==> config.mk <==
export PLATFORM = sky130hd
export DESIGN_NAME = json_escape_crc16_framer
export DESIGN_NICKNAME = d
export VERILOG_FILES = /design/src/rtl/jecf_pkg.sv /design/src/rtl/jecf_front.sv /design/src/rtl/jecf_queue.sv /design/src/rtl/jecf_back.sv /design/src/rtl/json_escape_crc16_framer.sv
export SDC_FILE = /design/constraint.sdc
export NUM_CORES = 1
export LEC_CHECK = 0
export BUFFER_PORTS_ARGS = -buffer_cell sky130_fd_sc_hd__buf_2
export CORE_AREA = 2 2 148 150
export DETAILED_ROUTE_END_ITERATION = 8
export DIE_AREA = 0 0 150 152
export PLACE_DENSITY = 0.54
export SYNTH_ARGS = -nofsm -noshare
export SYNTH_HDL_FRONTEND = slang
export SYNTH_SLANG_ARGS = --single-unit
export TNS_END_PERCENT = 100
==> constraint.sdc <==
create_clock -name clk -period 9.9 [get_ports clk]
set_input_delay 0.99 -clock clk [delete_from_list [all_inputs] [get_ports clk]]
set_output_delay 0.99 -clock clk [all_outputs]
set_load 0.01 [all_outputs]
==> src/rtl/jecf_pkg.sv <==
// Shared types, codes and helper functions for the JSON escape and CRC-16 framer.
// Used by the front, queue and back modules and by the top level; depends on nothing.
`default_nettype none

package jecf_pkg;

	localparam int COUNT_WIDTH = 32;
	localparam int FIELD_WIDTH = 32;
	localparam int QUEUE_DEPTH = 2;
	localparam int QPTR_W = (QUEUE_DEPTH > 1) ? $clog2(QUEUE_DEPTH) : 1;
	localparam int QCNT_W = $clog2(QUEUE_DEPTH + 1);
	localparam int STEP_W = 4;
	localparam logic [15:0] CRC_POLY = 16'h1021;

	localparam logic [7:0] CH_LBRACE = 8'h7B;
	localparam logic [7:0] CH_RBRACE = 8'h7D;
	localparam logic [7:0] CH_QUOTE = 8'h22;
	localparam logic [7:0] CH_BSLASH = 8'h5C;
	localparam logic [7:0] CH_COLON = 8'h3A;
	localparam logic [7:0] CH_ZERO = 8'h30;
	localparam logic [7:0] CH_LOW_B = 8'h62;
	localparam logic [7:0] CH_LOW_C = 8'h63;
	localparam logic [7:0] CH_LOW_F = 8'h66;
	localparam logic [7:0] CH_LOW_N = 8'h6E;
	localparam logic [7:0] CH_LOW_R = 8'h72;
	localparam logic [7:0] CH_LOW_T = 8'h74;
	localparam logic [7:0] CH_LOW_U = 8'h75;
	localparam logic [7:0] CTRL_LIMIT = 8'h20;

	typedef logic [COUNT_WIDTH-1:0] count_t;
	typedef logic [STEP_W-1:0] step_t;

	typedef enum logic [1:0] {
		FUNC_START   = 2'd0,
		FUNC_LITERAL = 2'd1,
		FUNC_ESCAPED = 2'd2,
		FUNC_END     = 2'd3
	} func_t;

	typedef enum logic [2:0] {
		JOB_START = 3'd0,
		JOB_PLAIN = 3'd1,
		JOB_ESC2  = 3'd2,
		JOB_ESCU  = 3'd3,
		JOB_TRAIL = 3'd4
	} job_kind_t;

	typedef struct packed {
		job_kind_t kind;
		logic [7:0] data;
	} job_t;

	localparam step_t LAST_ESC2 = step_t'(1);
	localparam step_t LAST_ESCU = step_t'(5);
	localparam step_t LAST_TRAIL = step_t'(12);

	function automatic logic [7:0] hex_char(input logic [3:0] n);
		return (n < 4'd10) ? (8'h30 + {4'h0, n}) : (8'h57 + {4'h0, n});
	endfunction

	function automatic logic [15:0] crc_fold(input logic [15:0] acc, input logic [7:0] b);
		logic [15:0] r;
		r = acc ^ {b, 8'h00};
		for (int i = 0; i < 8; i++) begin
			r = r[15] ? ((r << 1) ^ CRC_POLY) : (r << 1);
		end
		return r;
	endfunction

	function automatic logic [FIELD_WIDTH-1:0] count_field(input count_t c);
		logic [63:0] w;
		w = 64'(c);
		return (w > 64'h0000_0000_FFFF_FFFF) ? '1 : w[FIELD_WIDTH-1:0];
	endfunction

	function automatic step_t job_last(input job_kind_t k);
		case (k)
			JOB_ESC2:  return LAST_ESC2;
			JOB_ESCU:  return LAST_ESCU;
			JOB_TRAIL: return LAST_TRAIL;
			default:   return '0;
		endcase
	endfunction

	function automatic logic [7:0] job_byte(input job_t j, input step_t s,
			input logic [15:0] crc);
		logic [7:0] t;
		t = j.data;
		case (j.kind)
			JOB_START: t = CH_LBRACE;
			JOB_PLAIN: t = j.data;
			JOB_ESC2:  t = (s == '0) ? CH_BSLASH : j.data;
			JOB_ESCU: begin
				case (s)
					4'd0:    t = CH_BSLASH;
					4'd1:    t = CH_LOW_U;
					4'd2:    t = CH_ZERO;
					4'd3:    t = CH_ZERO;
					4'd4:    t = hex_char(j.data[7:4]);
					default: t = hex_char(j.data[3:0]);
				endcase
			end
			JOB_TRAIL: begin
				case (s)
					4'd0:    t = CH_QUOTE;
					4'd1:    t = CH_LOW_C;
					4'd2:    t = CH_LOW_R;
					4'd3:    t = CH_LOW_C;
					4'd4:    t = CH_QUOTE;
					4'd5:    t = CH_COLON;
					4'd6:    t = CH_QUOTE;
					4'd7:    t = hex_char(crc[15:12]);
					4'd8:    t = hex_char(crc[11:8]);
					4'd9:    t = hex_char(crc[7:4]);
					4'd10:   t = hex_char(crc[3:0]);
					4'd11:   t = CH_QUOTE;
					default: t = CH_RBRACE;
				endcase
			end
			default: t = j.data;
		endcase
		return t;
	endfunction

endpackage

`default_nettype wire

==> src/rtl/jecf_front.sv <==
// Front end: maps an input word to an output job (start, plain, escape, trailer).
// Depends on jecf_pkg.
`default_nettype none

module jecf_front import jecf_pkg::*; (
	input  wire logic [1:0] func,
	input  wire logic [7:0] data_byte,
	output job_t            job
);

	always_comb begin
		job.kind = JOB_PLAIN;
		job.data = data_byte;
		case (func_t'(func))
			FUNC_START:   job.kind = JOB_START;
			FUNC_LITERAL: job.kind = JOB_PLAIN;
			FUNC_ESCAPED: begin
				case (data_byte)
					CH_QUOTE:  job.kind = JOB_ESC2;
					CH_BSLASH: job.kind = JOB_ESC2;
					8'h08: begin
						job.kind = JOB_ESC2;
						job.data = CH_LOW_B;
					end
					8'h0C: begin
						job.kind = JOB_ESC2;
						job.data = CH_LOW_F;
					end
					8'h0A: begin
						job.kind = JOB_ESC2;
						job.data = CH_LOW_N;
					end
					8'h0D: begin
						job.kind = JOB_ESC2;
						job.data = CH_LOW_R;
					end
					8'h09: begin
						job.kind = JOB_ESC2;
						job.data = CH_LOW_T;
					end
					default: job.kind = (data_byte < CTRL_LIMIT) ? JOB_ESCU : JOB_PLAIN;
				endcase
			end
			FUNC_END: job.kind = JOB_TRAIL;
			default:  job.kind = JOB_PLAIN;
		endcase
	end

endmodule

`default_nettype wire

==> src/rtl/jecf_queue.sv <==
// Short job queue between the front end and the back end.
// Depends on jecf_pkg.
`default_nettype none

module jecf_queue import jecf_pkg::*; (
	input  wire logic clk,
	input  wire logic arst_n,
	input  wire logic push,
	input  wire job_t push_job,
	output logic      full,
	input  wire logic pop,
	output logic      head_valid,
	output job_t      head_job
);

	job_t               slot_q [QUEUE_DEPTH];
	logic [QPTR_W-1:0]  wr_ptr_q;
	logic [QPTR_W-1:0]  rd_ptr_q;
	logic [QCNT_W-1:0]  count_q;

	assign full = (count_q == QCNT_W'(QUEUE_DEPTH));
	assign head_valid = (count_q != '0);
	assign head_job = slot_q[rd_ptr_q];

	function automatic logic [QPTR_W-1:0] ptr_next(input logic [QPTR_W-1:0] p);
		return (p == QPTR_W'(QUEUE_DEPTH - 1)) ? '0 : p + 1'b1;
	endfunction

	always_ff @(posedge clk) begin
		if (push) begin
			slot_q[wr_ptr_q] <= push_job;
		end
	end

	always_ff @(posedge clk or negedge arst_n) begin
		if (!arst_n) begin
			wr_ptr_q <= '0;
			rd_ptr_q <= '0;
			count_q <= '0;
		end else begin
			if (push) begin
				wr_ptr_q <= ptr_next(wr_ptr_q);
			end
			if (pop) begin
				rd_ptr_q <= ptr_next(rd_ptr_q);
			end
			if (push && !pop) begin
				count_q <= count_q + 1'b1;
			end else if (pop && !push) begin
				count_q <= count_q - 1'b1;
			end
		end
	end

endmodule

`default_nettype wire

==> src/rtl/jecf_back.sv <==
// Back end: steps through each job one output byte per cycle unless stalled, keeps
// the CRC and byte count, holds the result in an output register. Uses jecf_pkg.
`default_nettype none

module jecf_back import jecf_pkg::*; (
	input  wire logic        clk,
	input  wire logic        arst_n,
	input  wire logic        head_valid,
	input  wire job_t        head_job,
	output logic             pop,
	output logic             res_valid,
	input  wire logic        res_ready,
	output logic [7:0]       out_byte,
	output logic             last_of_run,
	output logic [FIELD_WIDTH-1:0] byte_count
);

	step_t        step_q;
	logic [15:0]  crc_q;
	count_t       total_q;
	logic         valid_q;
	logic [7:0]   byte_q;
	logic         last_q;
	logic [FIELD_WIDTH-1:0] field_q;

	logic         fire;
	logic         at_last;
	logic [7:0]   cur_byte;
	logic [15:0]  crc_base;
	count_t       total_base;
	count_t       total_next;
	logic         starting;

	assign starting = (head_job.kind == JOB_START);
	assign fire = head_valid && (!valid_q || res_ready);
	assign at_last = (step_q == job_last(head_job.kind));
	assign pop = fire && at_last;
	assign crc_base = starting ? '0 : crc_q;
	assign total_base = starting ? '0 : total_q;
	assign total_next = (total_base == '1) ? total_base : total_base + 1'b1;
	assign cur_byte = job_byte(head_job, step_q, crc_q);

	always_ff @(posedge clk) begin
		if (fire) begin
			byte_q <= cur_byte;
			last_q <= at_last;
			field_q <= count_field(total_next);
		end
	end

	always_ff @(posedge clk or negedge arst_n) begin
		if (!arst_n) begin
			step_q <= '0;
			crc_q <= '0;
			total_q <= '0;
			valid_q <= 1'b0;
		end else begin
			if (fire) begin
				valid_q <= 1'b1;
				step_q <= at_last ? '0 : step_q + 1'b1;
				total_q <= total_next;
				if (head_job.kind != JOB_TRAIL) begin
					crc_q <= crc_fold(crc_base, cur_byte);
				end
			end else if (res_ready) begin
				valid_q <= 1'b0;
			end
		end
	end

	assign res_valid = valid_q;
	assign out_byte = byte_q;
	assign last_of_run = last_q;
	assign byte_count = field_q;

endmodule

`default_nettype wire

==> src/rtl/json_escape_crc16_framer.sv <==
// Top level of the JSON escape framer with CRC-16/XMODEM trailer.
// Depends on jecf_pkg, jecf_front, jecf_queue and jecf_back.
//
//   channel | handshake              | payload
//   item    | item_valid, item_ready | func, data_byte
//   res     | res_valid, res_ready   | out_byte, last_of_run, byte_count
//
// The back end emits one output byte per cycle unless stalled; each item expands to
// 1 byte for a plain byte or the start, 2 or 6 for an escape, 13 for the trailer.
// Two jobs fit in the queue, so input is taken while a result waits until it is full.
// Reset clears the CRC, the byte count and the queue; no clearing pass is needed.
// A stalled result holds its register and the queue fills behind it.
`default_nettype none

module json_escape_crc16_framer import jecf_pkg::*; (
	input  wire logic        clk,
	input  wire logic        arst_n,
	input  wire logic        item_valid,
	output logic             item_ready,
	input  wire logic [1:0]  func,
	input  wire logic [7:0]  data_byte,
	output logic             res_valid,
	input  wire logic        res_ready,
	output logic [7:0]       out_byte,
	output logic             last_of_run,
	output logic [31:0]      byte_count
);

	job_t  new_job;
	job_t  head_job;
	logic  q_full;
	logic  head_valid;
	logic  pop;

	jecf_front u_front (
		.func      (func),
		.data_byte (data_byte),
		.job       (new_job)
	);

	assign item_ready = !q_full;

	jecf_queue u_queue (
		.clk        (clk),
		.arst_n     (arst_n),
		.push       (item_valid && item_ready),
		.push_job   (new_job),
		.full       (q_full),
		.pop        (pop),
		.head_valid (head_valid),
		.head_job   (head_job)
	);

	jecf_back u_back (
		.clk         (clk),
		.arst_n      (arst_n),
		.head_valid  (head_valid),
		.head_job    (head_job),
		.pop         (pop),
		.res_valid   (res_valid),
		.res_ready   (res_ready),
		.out_byte    (out_byte),
		.last_of_run (last_of_run),
		.byte_count  (byte_count)
	);

endmodule

`default_nettype wire

Word level (Yosys, flattened, before mapping) --
Memories as Yosys holds them, arrays and structs flattened. Index checks and enable logic that the tools add are counted.
Word-level totals: memories 1, bits in writable memories 22, flip-flop bits (word level) 98, output and inout bits 43, word-level logic and storage cells 130, bits of input ports 14
Cells by class: bitwise operators 9, eq/ne operators 28, $add $sub $neg 18, reductions and logical operators 21, multiplexer cells 36, order comparisons 7
Memory list:
- u_queue.slot_q | depth 2, bits a word 11, rd ports 1, clocked after Yosys merged registers in 0, wr ports 1, RTL line jecf_queue.sv:16 | job_t slot_q [QUEUE_DEPTH];
Operators with widths (number):
- 2-to-1 mux 13 bit | 8
- 2-to-1 mux 32 bit | 2
- 2-to-1 mux 8 bit | 8
- case mux 8 bit (4 select lines) | 2
- case mux 8 bit (8 select lines) | 1
- adder 7 x 4 -> 8 bit, first input constant | 6
- adder 6 x 4 -> 7 bit, first input constant | 6
- == test 8 x 4 -> 1 bit, second input constant | 5
- case mux 8 bit (5 select lines) | 1
- adder 32 x 1 -> 32 bit, second input constant | 1
- == test 32 bit, second input constant | 1
- < comparator 4 bit, second input constant | 6
- inverter 3 bit | 8
- == test 4 x 3 -> 1 bit, second input constant | 4
- == test 4 bit, second input constant | 4
- 2-to-1 mux 16 bit | 1
- XOR 16 bit | 1
- case mux 3 bit (4 select lines) | 1
- case mux 4 bit (3 select lines) | 1
- == test 4 x 2 -> 1 bit, second input constant | 2
- == test 8 x 6 -> 1 bit, second input constant | 1
- == test 8 x 7 -> 1 bit, second input constant | 1
- < comparator 8 x 6 -> 1 bit, second input constant | 1
- OR reduction 7 bit | 1
- 25 further kinds | 46

Logic depth before layout (Yosys ltp) --
An unclocked memory read counts as a cell.
word-level depth 22, depth in mapped cells 17, gate-level depth less buffers 14

By module --
A second synthesis with hierarchy kept.
Unflattened totals: cell total of the unflattened synthesis 769, area total of the unflattened synthesis 7377.1 µm²
Modules (own cells, without submodules):
- jecf_back | sequential area each 2557.5 µm², cells each 682, area an instance 6117.1 µm², times used 1
- jecf_queue | sequential area each 760.7 µm², cells each 50, area an instance 1018.5 µm², times used 1
- jecf_front | sequential area each 0.0 µm², cells each 35, area an instance 231.5 µm², times used 1
- json_escape_crc16_framer | sequential area each 0.0 µm², cells each 2, area an instance 10.0 µm², times used 1

Worst setup path before layout --
OpenSTA, ideal clock, no wires.
kind register -> register, start register u_queue.rd_ptr_q, end register u_back.field_q[6], in the netlist u_back.byte_count[6], data pin, buffers on the path 4, stages on the path, launching flop included 18, arrival 3033 ps, period minus slack after synthesis 3299 ps, setup time 266 ps, path slack 6601 ps, required time 9634 ps, cells stage by stage dfrtp_1 buf_6 buf_12 a31oi_1 clkbuf_1 nand2_1 inv_1 ha_1 nand2_1 nor2_1 nand4_2 nand2b_1 buf_4 nor2b_1 and2_0 nand3_1 xor2_1 nor2_1
Between the ends: word-level cells in the longest chain between the ends 5, elaborated cells on any way between the ends 6, those cells by class 1 x add/sub; 1 x eq/ne; 2 x mux; 1 x reduce/logical; 1 x memory
RTL lines:
- from (decl) | RTL line jecf_queue.sv:18 | logic [QPTR_W-1:0] rd_ptr_q;
- from (signal assigned) | RTL line jecf_queue.sv:45 | rd_ptr_q <= ptr_next(rd_ptr_q);
- memory read (2 x 11 bit) (*)
- zero test 3 bit (*) | RTL line jecf_back.sv:34 | assign starting = (head_job.kind == JOB_START);
- 2-to-1 mux 32 bit (*) | RTL line jecf_back.sv:39 | assign total_base = starting ? '0 : total_q;
- adder 32 x 1 -> 32 bit / == test 32 bit (equally long branches) | RTL line jecf_back.sv:40 | assign total_next = (total_base == '1) ? total_base : total_base + 1'b1;
- 2-to-1 mux 32 bit (*) | RTL line jecf_back.sv:40
- named net u_back.total_next[6] | RTL line jecf_back.sv:31 | count_t total_next;
- to (signal assigned) | RTL line jecf_back.sv:47 | field_q <= count_field(total_next);
- to (decl) | RTL line jecf_back.sv:24 | logic [FIELD_WIDTH-1:0] field_q;
The timed path passes the listed nets; every way through them passes the cells marked *. A chain may end at the register's enable or synchronous reset.

Worst setup path after layout --
Ends and elaborated chain as after synthesis.

==> flow_summary_export.csv <==
group,metric,value,unit
status,status,"finished clean",
setup_path,rr_endpoint,"u_back.byte_count[6]$_DFFE_PP_",
setup_path,reg2regPathDepth,16,
global_route,antenna_found_initial,0,
yosys,yosys.area.top_type_share,25.8,%
pwr,switching_power,1.19,mW
yosys,ys_types,78,
pwr,leakage,3.31,nW
yosys,netlist_top_cells_count,"101 x nand2_1, 72 x nor2_1, 63 x edfxtp_1, 60 x o21ai_0, 57 x dfrtp_1",
timing,fin_crit_sh,39.3,%
floorplanning,die_h,152,um
hold_path,holdPathEnd,"u_back.total_q[1]$_DFFE_PN0P_",
timing,setup_viol_count_final,0,
layout,diodes,0,
clocking,clk_pin_slew_worst_paths,0.06,ns
pwr,swShare,41.5,%
clocking,cts_resized,0,
layout,area_growth,14.9,%
clocking,clockBufferDepth,2,
pwr,power,2.86,mW
layout,postLayoutCoreUtil,39.4,%
setup_path,critPathSlowestCell,"buf_4",
timing,fmax,0.257,GHz
detailed_routing,drc,0,
setup_path,critical_path_buf_inv_count,3,
detailed_routing,ant_nets,0,
pwr,peakVddDrop,0.000153,V
timing,rsz0062_at_grt,"no",
yosys,yosysSeqAreaShare,45.3,%
timing,worstMarginPinSlew,1.09,ns
yosys,synth_warnings,0,
hold_path,hold_path.startpoint,"u_back.total_q[1]$_DFFE_PN0P_",
floorplanning,die_x,150,um
pwr,pwr-share-comb,47.4,%
setup_path,crit_type,"flip-flop to flip-flop",
floorplanning,num_rows,54,
yosys,synth_area_leaders,"edfxtp_1 26%, dfrtp_1 19%, nand2_1 5.2%",
global_route,grtUsageTotal,16.0,%
global_route,grt_util_met3,2.64,%
yosys,yosys.area.top_type,"edfxtp_1",
setup_path,critical_path.max_stage_delay,0.39,ns
placement,dp.cells,1063,
detailed_routing,via_per_inst,5.13,
layout,drive_gt1_share,17.3,%
placement,io_buffers,56,
setup_path,cp_top_family,"simple AND/OR/NAND/NOR gates",
setup_path,rrSetupSlack,6.01,ns
setup_path,r2r_start,"u_queue.rd_ptr_q$_DFFE_PN0P_",
hold_path,min_path_cells,2,
clocking,postCtsSetupRepairBufs,0,
run,cap_violations,0,
floorplanning,ios,57,
global_route,met2_usage,23.9,%
setup_path,path_cells,"buf_4 > nor4_1 > a31oi_2 > buf_4 > nand2_1 > inv_1 > ha_1 > nand2_1 > nor2_1 > nand4_2 > nand2b_1 > nor2b_1 > and2_0 > nand3_1 > xor2_1 > nor2_1",
yosys,async_reset_ff_share,47.5,%
global_route,grt_max_degree,58,
global_route,use_met1,23.5,%
global_route,top_usage_layer,"met2",
global_route,grt_pass1_wl,28.9,mm
yosys,synthCells,760,
setup_path,cp_data_arrival_time,4.04,ns
yosys,synth-edff-count,63,
pwr,p_per_area,340,nW/um^2
placement,place.detailed.hpwl,11.7,mm
layout,stdcell_count,1095,
timing,timing_hold_violations_final,0,
timing,timing.slew.headroom,27.3,%
clocking,clock_latency,0.42,ns
timing,drv_slew,0,
floorplanning,core,21400,sq um
pwr,pwr-share-seq,30.2,%
detailed_routing,wl_per_cell,15.8,um
clocking,cts_tree,"done",
global_route,gr-total-overflow,0,
setup_path,cp_num_cells,16,
timing,finalCriticalPeriod,3.89,ns
setup_path,worstPathRequired,10.05,ns
timing,fin_setup_tns,0,ns
placement,gp_congestion,0.867,
hold_path,hp-class,"flip-flop to flip-flop",
layout,final_nets,828,
detailed_routing,wl,17.3,mm
clocking,cts_max_level,4,
yosys,synth-main-ff-cell,"edfxtp_1",
clocking,cts.sinks,120,
yosys,synth-seq-cells,120,
yosys,synth_most_common_cell,"nand2_1",
timing,worst_hold_slack,0.492,ns
detailed_routing,route.vias.total,5619,
clocking,root_buffer,"clkbuf_16",
yosys,avgSynthCellArea,9.64,sq um
setup_path,cp-end-kind,"flip-flop",
timing,fin_skew,0.00848,ns
floorplanning,start_util,34.3,%
pwr,intPower,1.67,mW
pwr,clkPwrFrac,22.4,%
yosys,syn_nets,786,
yosys,synthesis.area,7330,sq um
floorplanning,dieArea,22800,sq um
detailed_routing,drtIter0Drc,463,
setup_path,crit_fanout,35,
clocking,ctsHoldBuffers,0,
global_route,grt_pass1_vias,5577,
setup_path,worstSetupStartpointType,"flip-flop",
clocking,numCtsBuffers,17,
detailed_routing,firstDrtPassIters,5,
==> worst reg2reg max path, delay by kind of cell (launching register included) <==
kind            cells  cell delay (ns)
xor+xnor            1             0.15
flops               1             0.32
compound gates      1             0.16
fa+ha+maj           1             0.25
buf+inv             3             0.85
simple gates       10             1.89
==> power by group through the flow <==
stage	clock (mW)	sequential (mW)	combinational [mW]
2_1_floorplan	0	0.838	1.07
3_3_place_gp	0	0.870	1.35
3_5_place_dp	0	0.869	1.36
4_1_cts	0.654	0.862	1.36
5_1_grt	0.675	0.888	1.52
6_report	0.641	0.863	1.36
==> layer usage <==
layer  up-vias  wire, um
met2       127      7660
li1       2817         -
met4         0       206
met5         -         0
met3        19       685
met1      2656      8760
==> sequential cells by signal (all words and copies together), names as in the netlist <==
name,count
u_queue.wr_ptr_q,1
u_back.byte_count,32
u_queue.count_q,2
u_queue.rd_ptr_q,1
u_back.out_byte,8
u_queue.slot_q,22
u_back.step_q,4
u_back.res_valid,1
u_back.total_q,32
u_back.crc_q,16
u_back.last_of_run,1
==> layout by cell type (no fill, tap or decap), types with 4 or more instances in the layout <==
master and count:
a32oi_1 4, or3_1 5, dfrtp_1 57, mux2i_2 4, ha_1 12, nor4_1 5, a21o_1 6, xor2_1 22
inv_1 27, nand3_1 21, a31oi_1 6, and3_1 10, o31ai_1 13, o21ai_1 6, mux2i_1 7, nand2b_1 11
clkbuf_16 17, o21ai_0 60, buf_2 56, nor2_1 72, edfxtp_1 63, o21bai_1 4, and2_1 5, a22o_1 15
mux2_2 7, and4b_1 5, o22ai_1 4, a21oi_1 26, nor3_1 17, nand2_1 101, xnor2_2 5, nor2b_1 9
nand3b_1 5, xnor2_1 41, buf_4 6
==> logic make-up after synthesis <==
group | after synthesis | share of synthesized area [%]
and+or+nand+nor | 289 | 19.4
AOI/OAI and AO/OA | 184 | 17.0
DFF | 120 | 45.3
xor gates and xnor gates | 68 | 8.64
buffers and inverters | 67 | 4.25
muxes | 20 | 3.40
adders and majority gates | 12 | 2.05
==> worst max-delay path by stage <==
stage,startpoint,to
2_1_floorplan,u_queue.rd_ptr_q$_DFFE_PN0P_,u_back.byte_count[6]$_DFFE_PP_
3_3_place_gp,res_ready,u_back.total_q[10]$_DFFE_PN0P_
3_5_place_dp,res_ready,u_back.total_q[10]$_DFFE_PN0P_
4_1_cts,u_queue.rd_ptr_q$_DFFE_PN0P_,u_back.byte_count[6]$_DFFE_PP_
5_1_grt,u_queue.rd_ptr_q$_DFFE_PN0P_,u_back.byte_count[6]$_DFFE_PP_
6_report,u_queue.rd_ptr_q$_DFFE_PN0P_,u_back.byte_count[6]$_DFFE_PP_
==> through the flow <==
step	instance area, sq um	setup WS [ns]
finish	8410	6.01
CTS	8410	6.00
global placement	7800	6.02
global route	8410	5.67
floorplan	7330	6.60
detailed placement	7800	5.92
==> layout make-up <==
cell class | instances | area [sq um]
sequential | 120 | 3320
fill | 2158 | 12900
inverter | 28 | 105
clock buffer | 19 | 443
timing repair buffer | 62 | 325
multi-input combinational | 573 | 3700
clock inverter | 13 | 170
tap | 280 | 350
Power figures use the tool's default switching activity.
